==> src/rtl/core/brao_pkg.sv <==
`default_nettype none

package brao_pkg;

    localparam int LEN_W  = 10;
    localparam int BYTE_W = 8;

    // request codes
    localparam logic [1:0] CMD_WRITE   = 2'd0;
    localparam logic [1:0] CMD_QUERY   = 2'd1;
    localparam logic [1:0] CMD_CONSUME = 2'd2;
    localparam logic [1:0] CMD_READ    = 2'd3;

    // reply kinds
    localparam logic [1:0] KIND_WSTAT = 2'd0;
    localparam logic [1:0] KIND_SECT  = 2'd1;
    localparam logic [1:0] KIND_RDATA = 2'd2;

    // reply queue
    localparam int Q_DEPTH = 4;
    localparam int Q_AW    = $clog2(Q_DEPTH);
    localparam int Q_CW    = $clog2(Q_DEPTH + 1);

    typedef struct packed {
        logic [1:0]        cmd;
        logic [BYTE_W-1:0] data_byte;
        logic [LEN_W-1:0]  length;
        logic              first;
        logic              last;
        logic [LEN_W-1:0]  sect_start;
        logic [LEN_W-1:0]  sect_run;
        logic [LEN_W-1:0]  sect_wrap;
        logic [LEN_W-1:0]  read_addr;
    } t_in_req;

    typedef struct packed {
        logic [1:0]        reply_kind;
        logic              status;
        logic [LEN_W-1:0]  start_offset;
        logic [LEN_W-1:0]  run_length;
        logic [LEN_W-1:0]  wrap_length;
        logic [BYTE_W-1:0] read_data;
    } t_out_rsp;

    typedef struct packed {
        logic     vld;
        t_out_rsp rsp;
    } t_push;

endpackage

`default_nettype wire

==> src/rtl/core/brao_rsp_if.sv <==
`default_nettype none

interface brao_rsp_if import brao_pkg::*; ();
    logic     valid;
    logic     ready;
    t_out_rsp data;

    modport source (output valid, output data, input ready);
    modport sink   (input valid, input data, output ready);
endinterface

`default_nettype wire

==> src/rtl/core/brao_queue.sv <==
`default_nettype none

module brao_queue import brao_pkg::*; (
    input  logic       i_clk,
    input  logic       i_rst_n,
    input  t_push      i_push,
    output logic       o_room,
    brao_rsp_if.source o_rsp
);

    t_out_rsp        r_q [Q_DEPTH];
    logic [Q_AW-1:0] r_wr, r_rd;
    logic [Q_CW-1:0] r_count;
    logic            pop;

    assign pop         = o_rsp.valid & o_rsp.ready;
    assign o_rsp.valid = r_count != '0;
    assign o_rsp.data  = r_q[r_rd];
    // one reply may already be staged in front of the queue
    assign o_room      = r_count < Q_CW'(Q_DEPTH - 1);

    always_ff @(posedge i_clk) begin
        if (!i_rst_n) begin
            r_wr    <= '0;
            r_rd    <= '0;
            r_count <= '0;
        end else begin
            if (i_push.vld) begin
                r_wr <= r_wr + Q_AW'(1);
            end
            if (pop) begin
                r_rd <= r_rd + Q_AW'(1);
            end
            if (i_push.vld && !pop) begin
                r_count <= r_count + Q_CW'(1);
            end else if (pop && !i_push.vld) begin
                r_count <= r_count - Q_CW'(1);
            end
        end
        if (i_push.vld) begin
            r_q[r_wr] <= i_push.rsp;
        end
    end

`ifndef SYNTH
    a_count_bound: assert property (@(posedge i_clk) disable iff (!i_rst_n)
        r_count <= Q_CW'(Q_DEPTH))
        else $error("reply queue over depth");

    a_no_overflow: assert property (@(posedge i_clk) disable iff (!i_rst_n)
        (i_push.vld && !pop) |-> r_count < Q_CW'(Q_DEPTH))
        else $error("push into full reply queue");

    a_room_reserve: assert property (@(posedge i_clk) disable iff (!i_rst_n)
        o_room |=> r_count < Q_CW'(Q_DEPTH))
        else $error("room granted without reserve for staged reply");
`endif

endmodule

`default_nettype wire

==> src/flat_wrapper.sv <==
// flat-port wrapper written by rule: the top's interface ports become plain ports
module brao_queue_flat import brao_pkg::*;
  (i_clk, i_rst_n, i_push, o_room, o_rsp_valid, o_rsp_data, o_rsp_ready);
  brao_rsp_if o_rsp_i ();
  input  logic i_clk;
  input  logic i_rst_n;
  input  t_push i_push;
  output logic o_room;
  output wire logic [$bits(o_rsp_i.valid)-1:0] o_rsp_valid;
  output wire logic [$bits(o_rsp_i.data)-1:0] o_rsp_data;
  input wire logic [$bits(o_rsp_i.ready)-1:0] o_rsp_ready;
  assign o_rsp_valid = o_rsp_i.valid;
  assign o_rsp_data = o_rsp_i.data;
  assign o_rsp_i.ready = o_rsp_ready;
  brao_queue u_core (.i_clk(i_clk), .i_rst_n(i_rst_n), .i_push(i_push), .o_room(o_room), .o_rsp(o_rsp_i));
endmodule
==> config.mk <==
export PLATFORM = sky130hd
export DESIGN_NAME = brao_queue_flat
export DESIGN_NICKNAME = d
export VERILOG_FILES = /design/src/rtl/core/brao_pkg.sv /design/src/rtl/core/brao_rsp_if.sv /design/src/rtl/core/brao_queue.sv /design/src/flat_wrapper.sv
export SDC_FILE = /design/constraint.sdc
export NUM_CORES = 1
export LEC_CHECK = 0
export BUFFER_PORTS_ARGS = -buffer_cell sky130_fd_sc_hd__buf_4
export CORE_AREA = 2 2 88 153
export CTS_BUF_LIST = sky130_fd_sc_hd__clkbuf_4
export CTS_CLUSTER_SIZE = 16
export DETAILED_ROUTE_END_ITERATION = 10
export DIE_AREA = 0 0 90 155
export PLACE_DENSITY = 0.76
export SLEW_MARGIN = 20
export SYNTH_ARGS = -nofsm -noshare
export SYNTH_HDL_FRONTEND = slang
export SYNTH_SLANG_ARGS = --single-unit
==> constraint.sdc <==
create_clock -name i_clk -period 2 [get_ports i_clk]
set_input_delay 0.1 -clock i_clk [delete_from_list [all_inputs] [get_ports i_clk]]
set_output_delay 0.1 -clock i_clk [all_outputs]
set_load 0.02 [all_outputs]
### After elaboration in Yosys (flattened, before gate mapping)

Memories as Yosys holds them, arrays and structs flattened. A register that Yosys moved wholly into a read port is not among the register bits.
Index checks and enable logic that the tools add are counted.

* flip-flop bits (word level): 7
* memory bits (writable): 164
* input port bits: 45
* logic and storage cells: 22
* memories kept: 1

* $add $sub $neg: 4
* magnitude comparators: 1
* muxes and demuxes: 6
* bitwise operators: 1
* reduce and logical (&&, ||, !) cells: 6

Memories
* u_core.r_q: depth 4, width 41, read ports 1, clocked after memory_dff 1, write ports 1, line brao_queue.sv:11 `t_out_rsp r_q [Q_DEPTH];`

Operator list (number)
* 2-to-1 mux 3 bit: 2
* adder 2 x 1 -> 2 bit, second input constant: 2
* 2-to-1 mux 2 bit: 2
* adder 3 x 1 -> 3 bit, second input constant: 1
* < comparator 3 x 2 -> 1 bit, second input constant: 1
* nonzero test 3 bit: 1
* subtractor 3 x 1 -> 3 bit, second input constant: 1
* logical AND 1 bit: 2
* logical NOT 1 bit: 2
* 2-to-1 mux 1 bit: 2
* nonzero test 2 bit: 1
* bitwise AND 1 bit: 1

### Logic depth before layout (Yosys ltp)

Gate-level depths: netlist of run 1.

* depth after elaboration: 5
* mapped depth: 7
* depth with buffers taken out: 7

### Worst setup path before layout of run 1

No wires, ideal clock.

* path kind: reg2reg
* from: register u_core.r_wr[0]
* to: memory u_core.r_q[2][0] (netlist bit), enable pin
* arrival time: 1.532 ns
* path slack: 0.066 ns
* cell stages (with the launch flop): 4
* buffers on the path: 0
* clock period less this slack: 1.934 ns
* path through: dfxtp_1 -> inv_1 -> ha_1 -> and2_1

RTL lines
* start, declared: line brao_queue.sv:12 `logic [Q_AW-1:0] r_wr, r_rd;`
* start signal, assigned: line brao_queue.sv:29 `r_wr <= r_wr + Q_AW'(1);`
* end, declared: line brao_queue.sv:11

No word-level cell before the write port.

### Final worst setup path of run 1

* from: register u_core.r_count[0]
* to: register u_core.r_count[2]

* longest elaborated chain between the ends: 5
* elaborated cells between the ends (all ways): 10

Ends and longest elaborated chain
* start, declared: line brao_queue.sv:13 `logic [Q_CW-1:0] r_count;`
* start signal, assigned: line brao_queue.sv:35 `r_count <= r_count + Q_CW'(1);`
* start signal, assigned: line brao_queue.sv:37 `r_count <= r_count - Q_CW'(1);`
* branches (longest 5 deep; another with subtractor 3 x 1 -> 3 bit)

Several ways; the timed one is not identified. The select of a mux whose other input is x is not followed.
A chain may end at the register's enable or synchronous reset.

==> results of run 1 <==
==> through the flow <==
| step | hold slack [ns] | power, mW | instance area [sq um] | utilization |
|---|---|---|---|---|
| final | 0.295 | 9.27 | 8360 | 0.653 |
| after floorplan | 0.199 | 6.12 | 6440 | - |
| after global routing | 0.234 | 9.66 | 8360 | 0.653 |
| after global placement | 0.299 | 6.96 | 7380 | 0.577 |
| after CTS | 0.251 | 9.10 | 8210 | 0.641 |
| after detailed placement | 0.304 | 7.03 | 7380 | 0.577 |
==> power by group <==
group          switching [mW]  internal (mW)  leakage (nW)
logic                    1.38           1.75          1.15
clock network            1.16          0.635         0.136
registers               0.154           4.19          1.58
==> cell usage in the layout, fill, tap and decap left out, drive strengths merged, types with 2 or more instances in the layout <==
cell type / Yosys / routed
and2: 9 / 9
buf: 10 / 110
clkbuf: 0 / 18
clkinv: 0 / 6
clkinvlp: 0 / 4
dfxtp: 9 / 9
dlygate4sd3: 0 / 45
edfxtp: 164 / 164
ha: 5 / 5
inv: 3 / 7
mux2i: 2 / 2
mux4: 41 / 41
nor2b: 2 / 2
or3: 2 / 2
xnor2: 3 / 3
xor2: 2 / 2
==> critical path, stage by stage (launching register included) <==
cell and delay, ns:
sky130_fd_sc_hd__dfxtp_2 0.36, sky130_fd_sc_hd__o31ai_4 0.31, sky130_fd_sc_hd__ha_4 0.21, sky130_fd_sc_hd__inv_2 0.04, sky130_fd_sc_hd__fa_2 0.36, sky130_fd_sc_hd__xor2_2 0.16, sky130_fd_sc_hd__or3_4 0.39, sky130_fd_sc_hd__a21boi_2 0.14
==> routing by layer <==
metal  track usage  vias to the layer above
met3        0.0508                       14
met2         0.316                       84
met5             0                        -
met1         0.179                     1603
li1              -                     1421
met4        0.0645                        0
==> worst max path at each step <==
stage,slack [ns],to,cells past startpoint,startpoint
6_report,-0.03,u_core.r_count[2]$_SDFFE_PN0P_,7,u_core.r_count[0]$_SDFFE_PN0P_
5_1_grt,-0.11,o_rsp_data[37],3,register
4_1_cts,-0.09,o_rsp_data[17],3,register
3_5_place_dp,-0.12,u_core.r_count[2]$_SDFFE_PN0P_,7,u_core.r_count[2]$_SDFFE_PN0P_
3_3_place_gp,0.1,u_core.r_count[2]$_SDFFE_PN0P_,7,u_core.r_count[2]$_SDFFE_PN0P_
2_1_floorplan,0.07,u_core.r_q[2][0]$_DFFE_PP_,3,u_core.r_wr[0]$_SDFFE_PN0P_
==> registers in the layout (all words and copies together) (netlist names), named ones only <==
register / flops
u_core.r_count: 3
u_core.r_wr: 2
u_core.r_rd: 2
u_core.r_q: 164
==> timing repair <==
item                                    4_1_cts  5_1_grt
gates resized for setup                      20       31
hold endpoints to repair                    173        0
setup buffers                                 1        2
cloned                                        1        1
hold buffers                                 45        0
pin swaps                                     1        6
endpoints found under the setup margin       38       42
==> kinds of logic (layout without fill, tap and decap cells) <==
logic type               Yosys count  in the layout
flip-flops                       173            173
multiplexers                      43             43
AND/OR/NAND/NOR                   13             13
buffers and inverters             13            191
adder cells (fa/ha/maj)            6              6
AO/OA/AOI/OAI                      5              5
XOR/XNOR                           5              5
other                              0              1
==> cell type report <==
class                   count  area, sq um
fillers                   893         4440
clock buffers              17          128
repair buffers            156         1510
inverters                   3         11.3
flip-flops and latches    173         5110
well taps                 171          214
clock inverters            15          140
diodes                      1         2.50
multi-input cells          72         1240
==> impl_summary.txt, run 1 <==
----------------------------------------------------
[Floorplanning]
  Number of ports placed on the die boundary ... 88
  Vertical die dimension ... 155 um
  Total core area ... 0.0128 sq mm
  Die width ... 90 um
  Cell Rows ... 55
  Total Die Area ... 0.0140 sq mm
  Initial cell density of the core ... 0.503

[Clock tree]
  Cts bufs inserted ... 17
  Clock network latency to the later pin of the worst-skew pair ... 0.54 ns
  H-Tree Depth ... 4
  Clk root buf ... sky130_fd_sc_hd__clkbuf_4
  Clock tree from TritonCTS ... yes
  Clock buffer depth ... 2
  Clock-pin slew on the worst setup and hold paths ... 0.14 ns
  CTS sink cnt ... 173

[Critical path]
  Data arrival at the endpoint of the critical path ... 2.50 ns
  Startpoint type of the worst setup path ... register
  Depth of the worst register-to-register path ... 7
  Kind of end point of the critical path ... register
  Largest fanout on the critical path ... 2
  Register-to-register path setup slack ... -0.03 ns
  Start-to-end type of the worst setup path ... reg -> reg
  Endpoint of the worst-slack reg-to-reg timing path ... u_core.r_count[2]$_SDFFE_PN0P_
  Worst r2r src ... u_core.r_count[0]$_SDFFE_PN0P_
  Required time at the endpoint of the critical path ... 2.48 ns

[Cells and area]
  Final net count ... 474
  Share of post-route cells with drive strength above 1 ... 0.454
  Post-layout instance count excluding filler cells ... 608
  P&R area growth vs syn ... 29.8%

[Synthesis]
  Share of flip-flops with an asynchronous set or reset after synthesis ... 0
  Largest family of logic cells by synthesized area ... multiplexers
  Cell type with the largest total area after synthesis ... sky130_fd_sc_hd__edfxtp_1
  Simple-gate area share of the yosys netlist ... 0.0126
  Combined area of all synthesized cells ... 0.00644 sq mm
  Post-synthesis area per instance ... 25.0 sq um
  Adder and majority gate portion of the synthesized area ... 0.0128
  Most used standard cell by instance count after synthesis ... sky130_fd_sc_hd__edfxtp_1
  Gate count after technology mapping ... 258
  Synthesized-area fraction occupied by xor and xnor cells ... 0.00680
  FF+latch count, synth ... 173
  Cell types with the largest area share after synthesis ... sky130_fd_sc_hd__edfxtp_1, sky130_fd_sc_hd__mux4_2, sky130_fd_sc_hd__dfxtp_1
  Yosys synthesis warning count ... 0
  Post-synthesis cell type count ... 22
  Count of flip-flops with a built-in enable after synthesis ... 164
  Most frequent cells after synthesis ... sky130_fd_sc_hd__edfxtp_1, sky130_fd_sc_hd__mux4_2, sky130_fd_sc_hd__and2_1, sky130_fd_sc_hd__dfxtp_1, sky130_fd_sc_hd__ha_1
  Post-synthesis sequential area ratio ... 0.793
  Net count after synthesis ... 309
  Yosys top cell area share ... 0.765
  Most common flop cell mapped by yosys ... sky130_fd_sc_hd__edfxtp_1
  Synthesized-area fraction occupied by ao, oa, aoi and oai cells ... 0.00855
  Portion of netlist area occupied by mux cells ... 0.147

[Detailed routing]
  Routed WL per cell ... 18.7 um
  Total routed wirelength ... 11400 um
  Length of routed met3 wiring ... 414 um
  Number of optimization iterations in the first detailed-route pass ... 5
  DR iter-0 viols ... 212
  M1 WL ... 4000 um
  Metal2 WL ... 6710 um
  DRT antenna net count ... 0
  Number of design rule violations left after detail routing ... 0
  Top layer reached by signal wires ... met4
  Vias per cell ... 5.13
  Detailed-route via count ... 3122

[Global routing]
  Number of antenna violations at the first check in global routing ... 1
  Vias in the first global route ... 3405
  Pin count of the biggest net entering global routing ... 29
  Global router's overall resource usage ... 0.170
  GR Overflow Total ... 0
  First-pass GRT wire length ... 17600 um

[Hold path]
  Launch instance of the worst min-delay path ... i_push[15]
  Hold/Removal Path Class ... in -> reg
  Endpoint of the worst hold-timing path ... u_core.r_q[2][15]$_DFFE_PP_
  Number of cells traversed by the worst hold path ... 2

[Timing]
  Relative slew slack ... 0.714
  Final Hold Fails ... 0
  Final worst-path setup slack ... -0.0285 ns
  Fmax ... 493 MHz
  Number of max-slew violations in the final report ... 0
  Final period utilization ... 1.01
  Worst Clk Skew ... 0.0214 ns
  Worst-margin pin slew ... 0.428 ns
  RSZ-0062 raised after global routing ... true
  Clock period minus final worst setup slack ... 2.03 ns
  Final setup viols ... 4
  Total negative slack for setup checks ... -0.0492 ns

[Power]
  Power per unit of standard cell area ... 1110 mW/mm^2
  Max rail drop VDD ... 0.000581 V
  Leakage ... 2.87 nW

[Place]
  Number of instances in the placed design ... 525
  Final RePlAce weighted congestion ... 0.744
  Worst slack at placement ... -0.120 ns
  Port Buffers ... 87
  Post-DP HPWL ... 7370 um

[Run]
  Number of maximum-capacitance violations ... 0

[Outcome]
  Violations in the final reports ... setup timing
  Result of the run ... finished, violations left

----------------------------------------------------
(Power assumes the default switching activity.)
==> inputs of run 2 (changes only) <==
REMOVE_ABC_BUFFERS = 1   (was default)
TNS_END_PERCENT = 5   (was default)
==> impl_summary.txt, run 2 (synthesis gave the netlist of run 1 again) <==
----------------------------------------------------
[Outcome]
  Result of the run ... completed (was finished, violations left)

[Power]
  Max rail drop VDD ... 0.000685 V (was 0.000581 V)
  Leakage ... 2.84 nW (was 2.87 nW)
  Total power ... 9.32 mW (was 9.27 mW)
  Power per unit of standard cell area ... 1120 mW/mm^2 (was 1110 mW/mm^2)

[Floorplanning]
  Number of ports placed on the die boundary ... 88 (unchanged)
  Vertical die dimension ... 155 um (unchanged)
  Die width ... 90 um (unchanged)
  Total core area ... 0.0128 sq mm (unchanged)
  Total Die Area ... 0.0140 sq mm (unchanged)
  Initial cell density of the core ... 0.503 (unchanged)
  Cell Rows ... 55 (unchanged)

[Timing]
  Total negative slack for setup checks ... 0 ns (was -0.0492 ns)
  Relative slew slack ... 0.775 (was 0.714)
  Worst-margin pin slew ... 0.337 ns (was 0.428 ns)
  Final Hold Fails ... 0 (unchanged)
  Fmax ... 506 MHz (was 493 MHz)
  Final period utilization ... 0.988 (was 1.01)
  Worst Clk Skew ... 0.0221 ns (was 0.0214 ns)
  Number of max-slew violations in the final report ... 0 (unchanged)
  RSZ-0062 raised after global routing ... true (unchanged)
  Final setup viols ... 0 (was 4)
  Clock period minus final worst setup slack ... 1.98 ns (was 2.03 ns)

[Detailed routing]
  Detailed-route via count ... 3030 (was 3122)
  DR iter-0 viols ... 246 (was 212)
  DRT antenna net count ... 0 (unchanged)
  Vias per cell ... 5.05 (was 5.13)
  Number of design rule violations left after detail routing ... 0 (unchanged)
  Number of optimization iterations in the first detailed-route pass ... 4 (was 5)
  Total routed wirelength ... 11100 um (was 11400 um)
  Routed WL per cell ... 18.5 um (was 18.7 um)

[Clock tree]
  Clock-pin slew on the worst setup and hold paths ... 0.14 ns (about the same)
  CTS sink cnt ... 173 (unchanged)
  Clock buffer depth ... 2 (unchanged)
  H-Tree Depth ... 4 (unchanged)
  Clock tree from TritonCTS ... yes (unchanged)
  Cts bufs inserted ... 17 (unchanged)
  Clk root buf ... sky130_fd_sc_hd__clkbuf_4 (unchanged)
  Clock network latency to the later pin of the worst-skew pair ... 0.52 ns (was 0.54 ns)

[Run]
  Number of maximum-capacitance violations ... 0 (unchanged)

[Hold path]
  Launch instance of the worst min-delay path ... i_push[9] (was i_push[15])
  Hold/Removal Path Class ... in -> reg (unchanged)

[Cells and area]
  Post-layout instance count excluding filler cells ... 600 (was 608)
  Commonest cells after routing, fill and taps aside ... sky130_fd_sc_hd__edfxtp_1, sky130_fd_sc_hd__buf_4, sky130_fd_sc_hd__dlygate4sd3_1 (unchanged)
  Share of post-route cells with drive strength above 1 ... 0.435 (was 0.454)
  P&R area growth vs syn ... 29.2% (was 29.8%)
  Register bank with the most flops ... u_core.r_q (unchanged)
  Number of flip-flops under the largest register name ... 164 (unchanged)
  Registers with the most flip-flops ... u_core.r_q x164, u_core.r_count x3 (unchanged)
  Final net count ... 466 (was 474)
  Footprint of the flip-flops and latches ... 0.00511 sq mm (about the same)
  Most common cell after layout, fill and taps aside ... sky130_fd_sc_hd__edfxtp_1 (unchanged)
  Number of filler instances in the final layout ... 889 (was 893)
  Area of combinational cells with multiple inputs ... 0.00122 sq mm (was 0.00124 sq mm)

[Global routing]
  First-pass GRT wire length ... 17100 um (was 17600 um)
  GR Overflow Total ... 0 (unchanged)
  Pin count of the biggest net entering global routing ... 42 (was 29)
  Number of antenna violations at the first check in global routing ... 1 (unchanged)
  Met3 track utilization from global routing ... 0.0426 (was 0.0508)
  Vias in the first global route ... 3354 (was 3405)
  GR Layer Usage met1 ... 0.178 (was 0.179)
  Global-route met2 utilization ... 0.310 (was 0.316)
  Layer with the highest usage ... met2 (unchanged)
  Global router's overall resource usage ... 0.165 (was 0.170)

[Place]
  Post-DP HPWL ... 6370 um (was 7370 um)
  Number of instances in the placed design ... 518 (was 525)
  Port Buffers ... 87 (unchanged)
  Final RePlAce weighted congestion ... 0.691 (was 0.744)

[Critical path]
  Largest fanout on the critical path ... 12 (was 2)
  Required time at the endpoint of the critical path ... 1.90 ns (was 2.48 ns)
  Kind of end point of the critical path ... output pin (was register)
  Cell breakdown of the critical path ... buf_12, mux4_2, buf_6 (was o31ai_4, ha_4, inv_2, fa_2, xor2_2, or3_4, a21boi_2)
  Startpoint type of the worst setup path ... register (unchanged)
  Start-to-end type of the worst setup path ... reg -> out (was reg -> reg)
  Largest incremental delay on the critical path ... 0.54 ns (was 0.39 ns)
  Worst r2r src ... u_core.r_count[0]$_SDFFE_PN0P_ (unchanged)
  Data arrival at the endpoint of the critical path ... 1.88 ns (was 2.50 ns)
  Crit-path leading delay family ... multiplexers (was adder cells)
  Critical Path Slowest Stage Cell ... sky130_fd_sc_hd__mux4_2 (was sky130_fd_sc_hd__or3_4)
  Buffers and inverters on the worst path ... 2 (was 1)

----------------------------------------------------
## run 2: repair_timing
action | CTS | global route
pin swaps | 1 | 3
hold buffers | 44 | 0
endpoints found under the hold margin | 173 | 0
setup buffers | 2 | 2
setup endpoints to repair | 37 | 38
gates resized for setup | 32 | 11
gates cloned | 0 | 1
## run 2: stage by stage
step / hold slack [ns] / util / setup WS (ns) / area [sq um]
finish: 0.311 / 0.650 / 0.0243 / 8320
global route: 0.261 / 0.650 / -0.0771 / 8320
floorplan: 0.199 / - / -0.711 / 6330
global placement: 0.298 / 0.576 / 0.0939 / 7370
detailed placement: 0.304 / 0.576 / 0.00272 / 7370
CTS: 0.246 / 0.644 / -0.0762 / 8250
## run 2: per-layer routing
| layer | wire, um | vias to the layer above |
|---|---|---|
| met3 | 379 | 10 |
| met2 | 6390 | 68 |
| met1 | 4180 | 1549 |
| met5 | 0 | - |
| li1 | - | 1403 |
| met4 | 167 | 0 |
## run 2: report_power, final
| part | total, mW | leakage (nW) | switching [mW] | internal (mW) |
|---|---|---|---|---|
| combinational | 3.03 | 1.11 | 1.36 | 1.67 |
| clock | 1.99 | 0.154 | 1.11 | 0.882 |
| sequential | 4.30 | 1.58 | 0.115 | 4.19 |
## run 2: path summary, 6_finish.rpt
kind              depth (start not counted)  slack, ns                             end
hold / removal                            2       0.31      u_core.r_q[2][9]$_DFFE_PP_
hold reg to reg                           2       0.60     u_core.r_wr[1]$_SDFFE_PN0P_
setup reg to reg                          7       0.11  u_core.r_count[2]$_SDFFE_PN0P_
setup / recovery                          3       0.02                   o_rsp_data[3]
## run 2: final cells by class
| class | count | area share |
|---|---|---|
| multi-input combinational | 72 | 0.146 |
| clock inverter | 14 | 0.0198 |
| sequential | 173 | 0.614 |
| tap | 171 | 0.0257 |
| clock buffer | 18 | 0.0162 |
| inverter | 3 | 0.00135 |
| antenna | 1 | 0.000301 |
| timing repair buffer | 148 | 0.176 |
## run 2: worst reg2reg max path, delay by kind of cell (launching register included)
kind,cells,cell delay (ns)
fa+ha+maj,2,0.56
compound gates,2,0.38
flops,1,0.36
simple gates,1,0.31
xor+xnor,1,0.18
buf+inv,1,0.05
==> inputs of run 3 (changes only) <==
CORE_AREA = 2 2 88 154   (was 2 2 88 153)
DIE_AREA = 0 0 90 156   (was 0 0 90 155)
PLACE_DENSITY = default   (was 0.76)
PLACE_DENSITY_LB_ADDON = 0.12   (was default)
==> impl_summary.txt, run 3 (synthesis gave the netlist of run 1 again) <==
----------------------------------------------------
[Clock tree]
  H-Tree Depth ... 4 (unchanged)
  Cts bufs inserted ... 17 (unchanged)
  Clock network latency to the later pin of the worst-skew pair ... 0.54 ns (was 0.52 ns)
  Clock tree from TritonCTS ... yes (unchanged)
  Clock-pin slew on the worst setup and hold paths ... 0.15 ns (was 0.14 ns)
  CTS sink cnt ... 173 (unchanged)
  Clk root buf ... sky130_fd_sc_hd__clkbuf_4 (unchanged)
  Clock buffer depth ... 2 (unchanged)

[Hold path]
  Hold/Removal Path Class ... in -> reg (unchanged)
  Number of cells traversed by the worst hold path ... 2 (unchanged)

[Cells and area]
  Register bank with the most flops ... u_core.r_q (unchanged)
  Final net count ... 478 (was 466)
  P&R area growth vs syn ... 31.9% (was 29.2%)
  Share of post-route cells with drive strength above 1 ... 0.452 (was 0.435)
  Area of combinational cells with multiple inputs ... 0.00122 sq mm (unchanged)
  Post-route design area ... 0.00850 sq mm (was 0.00832 sq mm)
  Footprint of the flip-flops and latches ... 0.00511 sq mm (about the same)
  Number of flip-flops under the largest register name ... 164 (unchanged)
  Commonest cells after routing, fill and taps aside ... sky130_fd_sc_hd__edfxtp_1, sky130_fd_sc_hd__buf_4, sky130_fd_sc_hd__dlygate4sd3_1, sky130_fd_sc_hd__buf_6, sky130_fd_sc_hd__mux4_2 (was sky130_fd_sc_hd__edfxtp_1, sky130_fd_sc_hd__buf_4, sky130_fd_sc_hd__dlygate4sd3_1)
  Number of filler instances in the final layout ... 908 (was 889)
  Registers with the most flip-flops ... u_core.r_q x164, u_core.r_count x3 (unchanged)
  Post-route core utilization ... 0.664 (was 0.650)
  Most common cell after layout, fill and taps aside ... sky130_fd_sc_hd__edfxtp_1 (unchanged)

[Timing]
  Worst-margin pin slew ... 0.398 ns (was 0.337 ns)
  Worst Clk Skew ... 0.0171 ns (was 0.0221 ns)
  Number of max-slew violations in the final report ... 0 (unchanged)
  RSZ-0062 raised after global routing ... true (unchanged)
  Final setup viols ... 0 (unchanged)
  Final Hold Fails ... 0 (unchanged)
  Final period utilization ... 0.985 (was 0.988)
  Fmax ... 507 MHz (was 506 MHz)
  Relative slew slack ... 0.735 (was 0.775)
  Clock period minus final worst setup slack ... 1.97 ns (was 1.98 ns)

[Floorplanning]
  Number of ports placed on the die boundary ... 88 (unchanged)
  Initial cell density of the core ... 0.503 (unchanged)
  Total core area ... 0.0128 sq mm (unchanged)
  Die width ... 90 um (unchanged)
  Vertical die dimension ... 156 um (was 155 um)
  Total Die Area ... 0.0140 sq mm (about the same)
  Cell Rows ... 55 (unchanged)

[Critical path]
  Startpoint type of the worst setup path ... register (unchanged)
  Depth of the worst register-to-register path ... 7 (unchanged)
  Largest fanout on the critical path ... 6 (was 12)
  Required time at the endpoint of the critical path ... 1.90 ns (about the same)
  Kind of end point of the critical path ... output pin (unchanged)
  Data arrival at the endpoint of the critical path ... 1.87 ns (was 1.88 ns)
  Start-to-end type of the worst setup path ... reg -> out (unchanged)

[Place]
  Post-place instance area ... 0.00738 sq mm (was 0.00737 sq mm)
  Post-DP HPWL ... 6690 um (was 6370 um)
  Final RePlAce weighted congestion ... 0.672 (was 0.691)
  Port Buffers ... 87 (unchanged)

[Detailed routing]
  DRT antenna net count ... 0 (unchanged)
  Number of design rule violations left after detail routing ... 0 (unchanged)
  DR iter-0 viols ... 145 (was 246)
  Total routed wirelength ... 11300 um (was 11100 um)
  Routed WL per cell ... 18.5 um (about the same)
  Detailed-route via count ... 3149 (was 3030)
  Number of optimization iterations in the first detailed-route pass ... 4 (unchanged)
  Vias per cell ... 5.15 (was 5.05)

[Power]
  Leakage ... 2.94 nW (was 2.84 nW)
  Total power ... 9.82 mW (was 9.32 mW)
  Power per unit of standard cell area ... 1160 mW/mm^2 (was 1120 mW/mm^2)
  Max rail drop VDD ... 0.000673 V (was 0.000685 V)

[Outcome]
  Result of the run ... completed (unchanged)

[Global routing]
  Number of antenna violations at the first check in global routing ... 1 (unchanged)
  Pin count of the biggest net entering global routing ... 26 (was 42)
  Vias in the first global route ... 3412 (was 3354)
  Global router's overall resource usage ... 0.167 (was 0.165)
  GR Overflow Total ... 0 (unchanged)
  First-pass GRT wire length ... 17400 um (was 17100 um)

[Run]
  Number of maximum-capacitance violations ... 0 (unchanged)

----------------------------------------------------
run 3: cell count changes in the layout (fill, tap and decap cells not counted), moves of 2 or more:
cell,change
sky130_fd_sc_hd__buf_12,-2
sky130_fd_sc_hd__buf_4,+3
sky130_fd_sc_hd__buf_6,+7
sky130_fd_sc_hd__buf_8,+2
sky130_fd_sc_hd__clkinv_2,-2
sky130_fd_sc_hd__clkinv_4,+2
sky130_fd_sc_hd__clkinvlp_4,-2
sky130_fd_sc_hd__inv_8,+2
run 3: metal layers:
metal	global-route usage	vias up	share of wire
li1	-	1431	-
met1	0.198	1628	0.41
met2	0.294	73	0.54
met3	0.0386	17	0.032
met4	0.0703	0	0.017
met5	0	-	0
run 3: path summary, 6_finish.rpt:
path	from	end	slack (ns)
setup reg to reg	u_core.r_count[0]$_SDFFE_PN0P_	u_core.r_count[2]$_SDFFE_PN0P_	0.05
hold / removal	i_push[27]	u_core.r_q[1][27]$_DFFE_PP_	0.30
setup / recovery	register	o_rsp_data[19]	0.03
hold reg to reg	u_core.r_wr[1]$_SDFFE_PN0P_	u_core.r_wr[1]$_SDFFE_PN0P_	0.60
run 3: cell type report:
| class | instances | share of cell area |
|---|---|---|
| clock buffer | 18 | 0.0159 |
| tap | 171 | 0.0252 |
| multi-input combinational | 72 | 0.143 |
| inverter | 3 | 0.00133 |
| clock inverter | 14 | 0.0243 |
| antenna | 1 | 0.000295 |
| sequential | 173 | 0.602 |
| timing repair buffer | 160 | 0.188 |
run 3: critical path: stages (launching register included):
cell and delay [ns]:
sky130_fd_sc_hd__dfxtp_4 0.39, sky130_fd_sc_hd__buf_8 0.13, sky130_fd_sc_hd__buf_12 0.13, sky130_fd_sc_hd__mux4_2 0.53, sky130_fd_sc_hd__buf_6 0.15
run 3: repair_timing:
item,in CTS,in global routing
hold buffers,45,0
setup buffers,3,6
pin swaps,1,3
gates cloned,0,2
resized for setup,34,23
endpoints found under the hold margin,173,0
endpoints found under the setup margin,38,41
run 3: stage by stage:
| step | setup slack [ns] | instances | setup TNS [ns] | hold slack (ns) |
|---|---|---|---|---|
| final | 0.0292 | 612 | 0 | 0.298 |
| after global routing | -0.0613 | 612 | -1.75 | 0.245 |
| after floorplan | -0.711 | 248 | -25.57 | 0.199 |
| after global placement | 0.0882 | 523 | 0 | 0.299 |
| after detailed placement | 0.00815 | 523 | 0 | 0.302 |
| after CTS | -0.0722 | 603 | -1.48 | 0.246 |
run 3: report_power, final:
| group | switching [mW] | internal [mW] | total [mW] |
|---|---|---|---|
| sequential | 0.105 | 4.19 | 4.30 |
| combinational | 1.43 | 1.87 | 3.30 |
| clock | 1.19 | 1.04 | 2.23 |
